`src/design/rscd_pkg.sv`:
```
`timescale 1ns / 1ps

package rscd_pkg;

    localparam int WIDE_CHAIN_BITS_DEF   = 16;
    localparam int NARROW_CHAIN_BITS_DEF = 8;
    localparam int DIRECT_PIN_BIT_DEF    = 24;

    localparam logic [31:0] WIDE_MASK   = 32'h0000_ffff;
    localparam logic [31:0] NARROW_MASK = 32'h00ff_0000;

    typedef enum logic [1:0] {
        CMD_SET   = 2'd0,
        CMD_CLEAR = 2'd1,
        CMD_WRITE = 2'd2,
        CMD_QUERY = 2'd3
    } cmd_t;

    typedef enum logic [1:0] {
        KIND_WIDE   = 2'd0,
        KIND_NARROW = 2'd1,
        KIND_STATUS = 2'd2
    } kind_t;

    typedef struct packed {
        logic [1:0]  command;
        logic [31:0] mask_or_value;
    } in_item_t;

    typedef struct packed {
        logic [1:0]  kind;
        logic        data_bit;
        logic        latch_after;
        logic        direct_pin;
        logic [31:0] shadow_word;
        logic        any_selected;
        logic        last;
    } out_item_t;

    // Program steps of the sequencer.
    typedef enum logic [2:0] {
        STEP_FETCH      = 3'd0,
        STEP_WIDE_CHK   = 3'd1,
        STEP_WIDE_BIT   = 3'd2,
        STEP_NARROW_CHK = 3'd3,
        STEP_NARROW_BIT = 3'd4,
        STEP_STATUS     = 3'd5
    } step_t;

    // Jump conditions; the jump is taken when the condition is true.
    typedef enum logic [2:0] {
        COND_NEVER       = 3'd0,
        COND_ALWAYS      = 3'd1,
        COND_NO_INPUT    = 3'd2,
        COND_NO_WIDE     = 3'd3,
        COND_NO_NARROW   = 3'd4,
        COND_MORE_WIDE   = 3'd5,
        COND_MORE_NARROW = 3'd6
    } cond_t;

    typedef struct packed {
        logic  take_in;
        logic  emit;
        kind_t kind;
        logic  clr_cnt;
        cond_t cond;
        step_t target;
    } uword_t;

    // Control signals from the sequencer to the datapath.
    typedef struct packed {
        logic  take_in;
        logic  emit;
        kind_t kind;
        logic  clr_cnt;
    } ctrl_t;

    // Flags from the datapath back to the sequencer.
    typedef struct packed {
        logic in_valid;
        logic wide;
        logic narrow;
        logic wide_last;
        logic narrow_last;
        logic out_free;
    } flags_t;

    // The microprogram.
    function automatic uword_t ucode(input step_t s);
        uword_t w;
        w = '{take_in: 1'b0, emit: 1'b0, kind: KIND_STATUS, clr_cnt: 1'b0,
              cond: COND_ALWAYS, target: STEP_FETCH};
        case (s)
            STEP_FETCH:
            begin
                w.take_in = 1'b1;
                w.clr_cnt = 1'b1;
                w.cond    = COND_NO_INPUT;
                w.target  = STEP_FETCH;
            end
            STEP_WIDE_CHK:
            begin
                w.clr_cnt = 1'b1;
                w.cond    = COND_NO_WIDE;
                w.target  = STEP_NARROW_CHK;
            end
            STEP_WIDE_BIT:
            begin
                w.emit   = 1'b1;
                w.kind   = KIND_WIDE;
                w.cond   = COND_MORE_WIDE;
                w.target = STEP_WIDE_BIT;
            end
            STEP_NARROW_CHK:
            begin
                w.clr_cnt = 1'b1;
                w.cond    = COND_NO_NARROW;
                w.target  = STEP_STATUS;
            end
            STEP_NARROW_BIT:
            begin
                w.emit   = 1'b1;
                w.kind   = KIND_NARROW;
                w.cond   = COND_MORE_NARROW;
                w.target = STEP_NARROW_BIT;
            end
            STEP_STATUS:
            begin
                w.emit   = 1'b1;
                w.kind   = KIND_STATUS;
                w.cond   = COND_ALWAYS;
                w.target = STEP_FETCH;
            end
            default:
            begin
                w.cond   = COND_ALWAYS;
                w.target = STEP_FETCH;
            end
        endcase
        return w;
    endfunction

endpackage

```
`src/design/relay_shift_chain_driver.sv`:
```
`timescale 1ns / 1ps

// The first result item is registered from the wide-bit step, which follows the fetch and
// wide-check steps; with no wide shift it comes from the narrow-bit or status step instead.
// A command shifts out N chain bits (0, 8, 16 or 24) and then one status item; the emitting
// steps emit one item per cycle unless the output stalls, and the next command waits for the status step.
// Reset: rst_n clears the shadow word to zero (all relays open), empties the output register
// and returns the sequencer to its fetch step; the block takes a command right after reset.

module relay_shift_chain_driver #(
    parameter int WIDE_CHAIN_BITS   = rscd_pkg::WIDE_CHAIN_BITS_DEF,
    parameter int NARROW_CHAIN_BITS = rscd_pkg::NARROW_CHAIN_BITS_DEF,
    parameter int DIRECT_PIN_BIT    = rscd_pkg::DIRECT_PIN_BIT_DEF
) (
    input  logic                clk,
    input  logic                rst_n,
    // Command channel: one item per command.
    input  logic                cmd_valid,
    output logic                cmd_stall,
    input  rscd_pkg::in_item_t  cmd_item,
    // Result channel: chain bits followed by one status item per command.
    output logic                res_valid,
    input  logic                res_stall,
    output rscd_pkg::out_item_t res_item
);

    // The sequencer steps through a small microprogram held in a constant table. Each
    // control word says whether the step takes a command, emits an item and of which
    // kind, clears the bit counter, and where to jump under which condition.
    rscd_pkg::ctrl_t  ctrl;
    rscd_pkg::flags_t flags;

    // A command is taken only in the fetch step of the program.
    assign cmd_stall = !ctrl.take_in;

    rscd_sequencer u_seq (
        .clk   (clk),
        .rst_n (rst_n),
        .flags (flags),
        .ctrl  (ctrl)
    );

    // The datapath holds the shadow word, the latched mask and chain flags, the chain
    // bit counter and the output register that decouples the result side.
    rscd_datapath #(
        .WIDE_CHAIN_BITS   (WIDE_CHAIN_BITS),
        .NARROW_CHAIN_BITS (NARROW_CHAIN_BITS),
        .DIRECT_PIN_BIT    (DIRECT_PIN_BIT)
    ) u_dp (
        .clk       (clk),
        .rst_n     (rst_n),
        .ctrl      (ctrl),
        .cmd_valid (cmd_valid),
        .cmd_item  (cmd_item),
        .res_stall (res_stall),
        .flags     (flags),
        .res_valid (res_valid),
        .res_item  (res_item)
    );

endmodule

```
`src/design/rscd_sequencer.sv`:
```
`timescale 1ns / 1ps

module rscd_sequencer (
    input  logic            clk,
    input  logic            rst_n,
    input  rscd_pkg::flags_t flags,
    output rscd_pkg::ctrl_t  ctrl
);

    rscd_pkg::step_t  step_reg;
    rscd_pkg::step_t  step_next;
    rscd_pkg::uword_t uw;
    logic             hold;
    logic             jump;

    assign uw = rscd_pkg::ucode(step_reg);

    // Next step: an emitting step waits for room in the output register.
    always_comb
    begin
        hold = uw.emit && !flags.out_free;
        case (uw.cond)
            rscd_pkg::COND_NEVER:       jump = 1'b0;
            rscd_pkg::COND_ALWAYS:      jump = 1'b1;
            rscd_pkg::COND_NO_INPUT:    jump = !flags.in_valid;
            rscd_pkg::COND_NO_WIDE:     jump = !flags.wide;
            rscd_pkg::COND_NO_NARROW:   jump = !flags.narrow;
            rscd_pkg::COND_MORE_WIDE:   jump = !flags.wide_last;
            rscd_pkg::COND_MORE_NARROW: jump = !flags.narrow_last;
            default:                    jump = 1'b1;
        endcase
        if (hold)
        begin
            step_next = step_reg;
        end
        else if (jump)
        begin
            step_next = uw.target;
        end
        else
        begin
            step_next = rscd_pkg::step_t'(3'(step_reg) + 3'd1);
        end
    end

    always_comb
    begin
        ctrl.take_in = uw.take_in;
        ctrl.emit    = uw.emit;
        ctrl.kind    = uw.kind;
        ctrl.clr_cnt = uw.clr_cnt;
    end

    always_ff @(posedge clk or negedge rst_n)
    begin
        if (!rst_n)
        begin
            step_reg <= rscd_pkg::STEP_FETCH;
        end
        else
        begin
            step_reg <= step_next;
        end
    end

`ifndef NO_ASSERTIONS
    // The program leaves the fetch step only when a command is there.
    a_fetch_needs_item: assert property (@(posedge clk) disable iff (!rst_n)
        (step_reg == rscd_pkg::STEP_FETCH && step_next != rscd_pkg::STEP_FETCH)
            |-> flags.in_valid)
        else $error("sequencer left fetch without a command");

    // An emitting step never advances while the output register is full.
    a_emit_waits: assert property (@(posedge clk) disable iff (!rst_n)
        (uw.emit && !flags.out_free) |=> $stable(step_reg))
        else $error("sequencer advanced past a blocked emit");
`endif

endmodule

```
`src/design/rscd_datapath.sv`:
```
`timescale 1ns / 1ps

module rscd_datapath #(
    parameter int WIDE_CHAIN_BITS   = rscd_pkg::WIDE_CHAIN_BITS_DEF,
    parameter int NARROW_CHAIN_BITS = rscd_pkg::NARROW_CHAIN_BITS_DEF,
    parameter int DIRECT_PIN_BIT    = rscd_pkg::DIRECT_PIN_BIT_DEF
) (
    input  logic                clk,
    input  logic                rst_n,
    input  rscd_pkg::ctrl_t     ctrl,
    input  logic                cmd_valid,
    input  rscd_pkg::in_item_t  cmd_item,
    input  logic                res_stall,
    output rscd_pkg::flags_t    flags,
    output logic                res_valid,
    output rscd_pkg::out_item_t res_item
);

    localparam int CNT_W = $clog2(WIDE_CHAIN_BITS);

    logic [31:0]         shadow_reg;
    logic [31:0]         shadow_next;
    logic [31:0]         mask_reg;
    logic                wide_reg;
    logic                wide_next;
    logic                narrow_reg;
    logic                narrow_next;
    logic [CNT_W-1:0]    cnt_reg;
    logic                out_valid_reg;
    rscd_pkg::out_item_t out_item_reg;
    rscd_pkg::out_item_t item_next;

    logic        accept;
    logic        fire;
    logic        out_free;
    logic        wide_last;
    logic        narrow_last;
    logic [4:0]  wide_pos;
    logic [4:0]  narrow_pos;

    assign accept      = cmd_valid && ctrl.take_in;
    assign out_free    = !out_valid_reg || !res_stall;
    assign fire        = ctrl.emit && out_free;
    assign wide_last   = cnt_reg == CNT_W'(WIDE_CHAIN_BITS - 1);
    assign narrow_last = cnt_reg == CNT_W'(NARROW_CHAIN_BITS - 1);

    // Each byte of the wide chain goes out most significant bit first.
    assign wide_pos   = 5'(cnt_reg) ^ 5'd7;
    assign narrow_pos = 5'd23 - 5'(cnt_reg);

    always_comb
    begin
        shadow_next = shadow_reg;
        wide_next   = 1'b0;
        narrow_next = 1'b0;
        case (rscd_pkg::cmd_t'(cmd_item.command))
            rscd_pkg::CMD_SET:
            begin
                shadow_next = shadow_reg | cmd_item.mask_or_value;
                wide_next   = |(cmd_item.mask_or_value & rscd_pkg::WIDE_MASK);
                narrow_next = |(cmd_item.mask_or_value & rscd_pkg::NARROW_MASK);
            end
            rscd_pkg::CMD_CLEAR:
            begin
                shadow_next = shadow_reg & ~cmd_item.mask_or_value;
                wide_next   = |(cmd_item.mask_or_value & rscd_pkg::WIDE_MASK);
                narrow_next = |(cmd_item.mask_or_value & rscd_pkg::NARROW_MASK);
            end
            rscd_pkg::CMD_WRITE:
            begin
                shadow_next = cmd_item.mask_or_value;
                wide_next   = 1'b1;
                narrow_next = 1'b1;
            end
            default:
            begin
                shadow_next = shadow_reg;
            end
        endcase
    end

    always_comb
    begin
        item_next = '0;
        item_next.kind = ctrl.kind;
        case (ctrl.kind)
            rscd_pkg::KIND_WIDE:
            begin
                item_next.data_bit    = shadow_reg[wide_pos];
                item_next.latch_after = wide_last;
            end
            rscd_pkg::KIND_NARROW:
            begin
                item_next.data_bit    = shadow_reg[narrow_pos];
                item_next.latch_after = narrow_last;
            end
            default:
            begin
                item_next.direct_pin   = shadow_reg[DIRECT_PIN_BIT];
                item_next.shadow_word  = shadow_reg;
                item_next.any_selected = |(shadow_reg & mask_reg);
                item_next.last         = 1'b1;
            end
        endcase
    end

    always_ff @(posedge clk or negedge rst_n)
    begin
        if (!rst_n)
        begin
            shadow_reg    <= '0;
            wide_reg      <= 1'b0;
            narrow_reg    <= 1'b0;
            cnt_reg       <= '0;
            out_valid_reg <= 1'b0;
        end
        else
        begin
            if (accept)
            begin
                shadow_reg <= shadow_next;
                wide_reg   <= wide_next;
                narrow_reg <= narrow_next;
            end
            if (ctrl.clr_cnt || (fire && item_next.latch_after))
            begin
                cnt_reg <= '0;
            end
            else if (fire)
            begin
                cnt_reg <= cnt_reg + CNT_W'(1);
            end
            if (fire)
            begin
                out_valid_reg <= 1'b1;
            end
            else if (!res_stall)
            begin
                out_valid_reg <= 1'b0;
            end
        end
    end

    always_ff @(posedge clk)
    begin
        if (accept)
        begin
            mask_reg <= cmd_item.mask_or_value;
        end
        if (fire)
        begin
            out_item_reg <= item_next;
        end
    end

    always_comb
    begin
        flags.in_valid    = cmd_valid;
        flags.wide        = wide_reg;
        flags.narrow      = narrow_reg;
        flags.wide_last   = wide_last;
        flags.narrow_last = narrow_last;
        flags.out_free    = out_free;
    end

    assign res_valid = out_valid_reg;
    assign res_item  = out_item_reg;

`ifndef NO_ASSERTIONS
    // The bit counter never runs past the end of the wide chain.
    a_cnt_bound: assert property (@(posedge clk) disable iff (!rst_n)
        32'(cnt_reg) < WIDE_CHAIN_BITS)
        else $error("chain bit counter out of range");

    // A query leaves the shadow word alone.
    a_query_keeps: assert property (@(posedge clk) disable iff (!rst_n)
        (accept && cmd_item.command == rscd_pkg::CMD_QUERY) |=> $stable(shadow_reg))
        else $error("query changed the shadow word");

    // A status item reports the direct pin from its own shadow word.
    a_status_pin: assert property (@(posedge clk) disable iff (!rst_n)
        (out_valid_reg && out_item_reg.kind == rscd_pkg::KIND_STATUS)
            |-> (out_item_reg.last
                 && out_item_reg.direct_pin == out_item_reg.shadow_word[DIRECT_PIN_BIT]))
        else $error("status item inconsistent");
`endif

endmodule

```
`config.mk`:
```
export PLATFORM = sky130hd
export DESIGN_NAME = relay_shift_chain_driver
export DESIGN_NICKNAME = d
export VERILOG_FILES = /design/src/design/rscd_pkg.sv /design/src/design/relay_shift_chain_driver.sv /design/src/design/rscd_sequencer.sv /design/src/design/rscd_datapath.sv
export SDC_FILE = /design/constraint.sdc
export NUM_CORES = 1
export LEC_CHECK = 0
export BUFFER_PORTS_ARGS = -buffer_cell sky130_fd_sc_hd__buf_2
export CORE_AREA = 10 10 115 117
export CTS_BUF_LIST = sky130_fd_sc_hd__clkbuf_4 sky130_fd_sc_hd__clkbuf_8
export CTS_CLUSTER_DIAMETER = 40
export DETAILED_ROUTE_END_ITERATION = 12
export DIE_AREA = 0 0 125 127
export HOLD_SLACK_MARGIN = 0.02
export PLACE_DENSITY = 0.71
export SYNTH_ARGS = -nofsm -noshare
export SYNTH_HDL_FRONTEND = slang
export SYNTH_HIERARCHICAL = 1
export SYNTH_SLANG_ARGS = --single-unit
```
`constraint.sdc`:
```
create_clock -name clk -period 3.4 [get_ports clk]
set_input_delay 0.17 -clock clk [delete_from_list [all_inputs] [get_ports clk]]
set_output_delay 0.17 -clock clk [all_outputs]
set_load 0.05 [all_outputs]
```
==> run metrics <==
Port Buffers=78; Vias=3657; GR peak layer=met2; CP Class=reg2reg; Max Slew Vio Count=0; Die Wd=125 um; Area Overhead vs Synth=17.1%; met1 GRT Util=between 10% and 20%; Setup TNS Final=0 ps; clk_skew=9.30 ps; Max-slew headroom=30.6%; via count of the first global-routing pass=3698; CTS tree=built; PD cells=981 mW/mm2; commonest non-fill, non-tap cell in the layout=buf_2; Routed WL per cell=20.2 um; M2 GR Usage=approximately a quarter; worst slew pin tran=1040 ps; vias per std cell=5.80; total leakage power=approximately 2.4 nW; outcome=finished clean; full die area=about 0.016 mm2; GRT overflow=0; setup bufs post-CTS=0; number of placed I/O pins=79; post-layout net count=530; critical hold path startpoint=cmd_item[22]; Critical Path AT=2800 ps; post-synthesis xor/xnor area fraction=0.678%; Final Non-Filler Cells=630; Mapped Cells=399; worst hold slack=29.3 ps; clock buffer depth=2; max reg flops=38; Total GRT Usage=between 15 and 20%; Worst-path clk slew=100 ps; period utilization=76.7%; post-synthesis register bit count=approximately 110; Sink Count=112; drt initial violations=around 340; die height=127 um; HPWL Detailed=9050 um; Initial Utilization=46.5%; origin of the worst setup path=u_seq/step_reg[0]; Final Hold Vio Count=0; prevailing post-synth register cell=edfxtp_1; CP Max Fanout=36; fraction of layout instances using a drive strength above 1=24.0%; largest family of logic cells by synthesized area=compound AO/OA/AOI/OAI gates; multiplexer share of the synthesized area=9.54%; # setup viols final=0; TritonRoute pass-1 iters=4; Detail Route Antenna Nets=0; Unique masters post-synth=48; CTS root buf=clkbuf_8; largest net degree at the start of global routing=44; Avg Inst Size Synth=approximately 13 um2; Seq/Total Area, Yosys=61.0%; initial antenna violation count=0; Cell Area, Synth=0.00517 mm2; global-route wire length before repair=20300 um; upper clock frequency limit=383 MHz; worst min path class=in2reg; RSZ-0062 raised after global routing=no; startpoint types=flip-flop; Inst Count DP=603; Synth Net Count=approximately 450; final WL=12700 um; Reg-to-Reg Start=u_seq/step_reg[0]; post-route minimum period=2610 ps; fill count=974; met3 usage=under 10%; # rows=39; antenna cells=0; CTS buffer count=9; most frequent cells in the layout=buf_2, edfxtp_1, a21oi_1; critical path endpoint category=flip-flop; Compound-Gate Fraction of Synth Area=13.6%; Worst VDD drop=between 400 and 500 uV; Post-Synth Adder-Cell Area=under 10%; DRC=0; number of flops mapped to enable cells by yosys=70; ys async rst share=37.5%; Clock Latency Late Sink=370 ps; Critical Path RT=3590 ps; post-synthesis simple-gate area fraction=9.01%; Warnings, synthesis=6; routability cong.=0.867; H-tree depth=3; MaxCap Viol Count=0; Core Area=0.0111 mm2
## Yosys cell counts, drive strengths merged, types with 2 or more instances
library cell,n,share of area (%)
and2b,2,0.31
inv,10,0.73
a21oi,65,6.3
o21ai,6,0.58
o41ai,4,0.68
buf,17,2.3
nand4,5,0.61
mux2i,38,7.4
xnor2,3,0.51
nand2,12,0.87
o211ai,3,0.44
mux4,4,1.9
edfxtp,70,41
nor4,5,0.61
ha,10,2.4
a21o,2,0.29
a22oi,17,2.5
nor3,2,0.19
o21bai,2,0.29
and2,34,4.1
nand2b,4,0.48
o311ai,2,0.34
dfrtp,42,20
nor2,10,0.73
clkbuf,10,0.73
a221oi,3,0.75
or3b,2,0.34
a21boi,2,0.36
## logic make-up (layout without fill, tap and decap cells)
logic type               after synthesis  after routing
AO/OA/AOI/OAI                        112            112
adder cells (fa/ha/maj)               10             10
XOR/XNOR                               4              4
flip-flops                           112            112
multiplexers                          43             43
buffers and inverters                 37            125
AND/OR/NAND/NOR                       81             81
## layout make-up
type	instances	area, um2	area share (%)
clock buffer	11	139	2.29
clock inverter	5	105	1.74
inverter	10	37.5	0.620
multi-input combinational	250	1840	30.4
sequential	112	3150	52.1
tap	143	179	2.96
timing repair buffer	99	601	9.92
## worst paths after layout
kind / cells past startpoint / to / slack (ps)
worst max register to register: 9 / u_dp/res_item[36] / 790
worst min register to register: 2 / u_dp/wide_reg / 530
worst max-delay path: 9 / u_dp/res_item[36] / 790
max in group asynchronous: 2 / u_dp/shadow_reg[29] / 2240
min in group asynchronous: 2 / u_dp/shadow_reg[0] / 500
worst min-delay path: 1 / u_dp/mask_reg[22] / 30
## report_power, final
group | switching, W | internal [W] | leakage, nW
clock network | 0.000439 | 0.000506 | 0.117
registers | 0.000332 | 0.00212 | 1.15
logic | 0.00171 | 0.000818 | 1.16
## per-layer routing
metal	share of wire [%]	up-vias	wire length [um]
met5	0	-	0
met4	1.7	0	210
met3	7.5	17	958
met2	49	147	6270
met1	41	1838	5280
li1	-	1655	-
## repair_timing
| item | 4_1_cts | 5_1_grt |
|---|---|---|
| resized for setup | 0 | 0 |
| hold buffers | 8 | 3 |
| endpoints found under the hold margin | 49 | 3 |
## worst max-delay path, cell delays in order (launching register included)
cell and delay, ps:
dfrtp_1 440, inv_1 170, ha_1 290, and2_1 310
a21boi_2 110, buf_4 240, or3b_1 390, a221oi_2 230
a22oi_1 140, o311ai_1 110
## through the flow
| stage | utilization [%] | instance area [um2] | setup WS (ps) | total power, W |
|---|---|---|---|---|
| floorplan | - | 5170 | 642 | 0.00433 |
| CTS | 54.1 | 6020 | 836 | 0.00596 |
| global placement | 51.2 | 5700 | 1060 | 0.00493 |
| detailed placement | 51.2 | 5700 | 866 | 0.00501 |
| finish | 54.4 | 6050 | 791 | 0.00593 |
| global route | 54.4 | 6050 | 638 | 0.00626 |
Power figures use the tool's default switching activity.
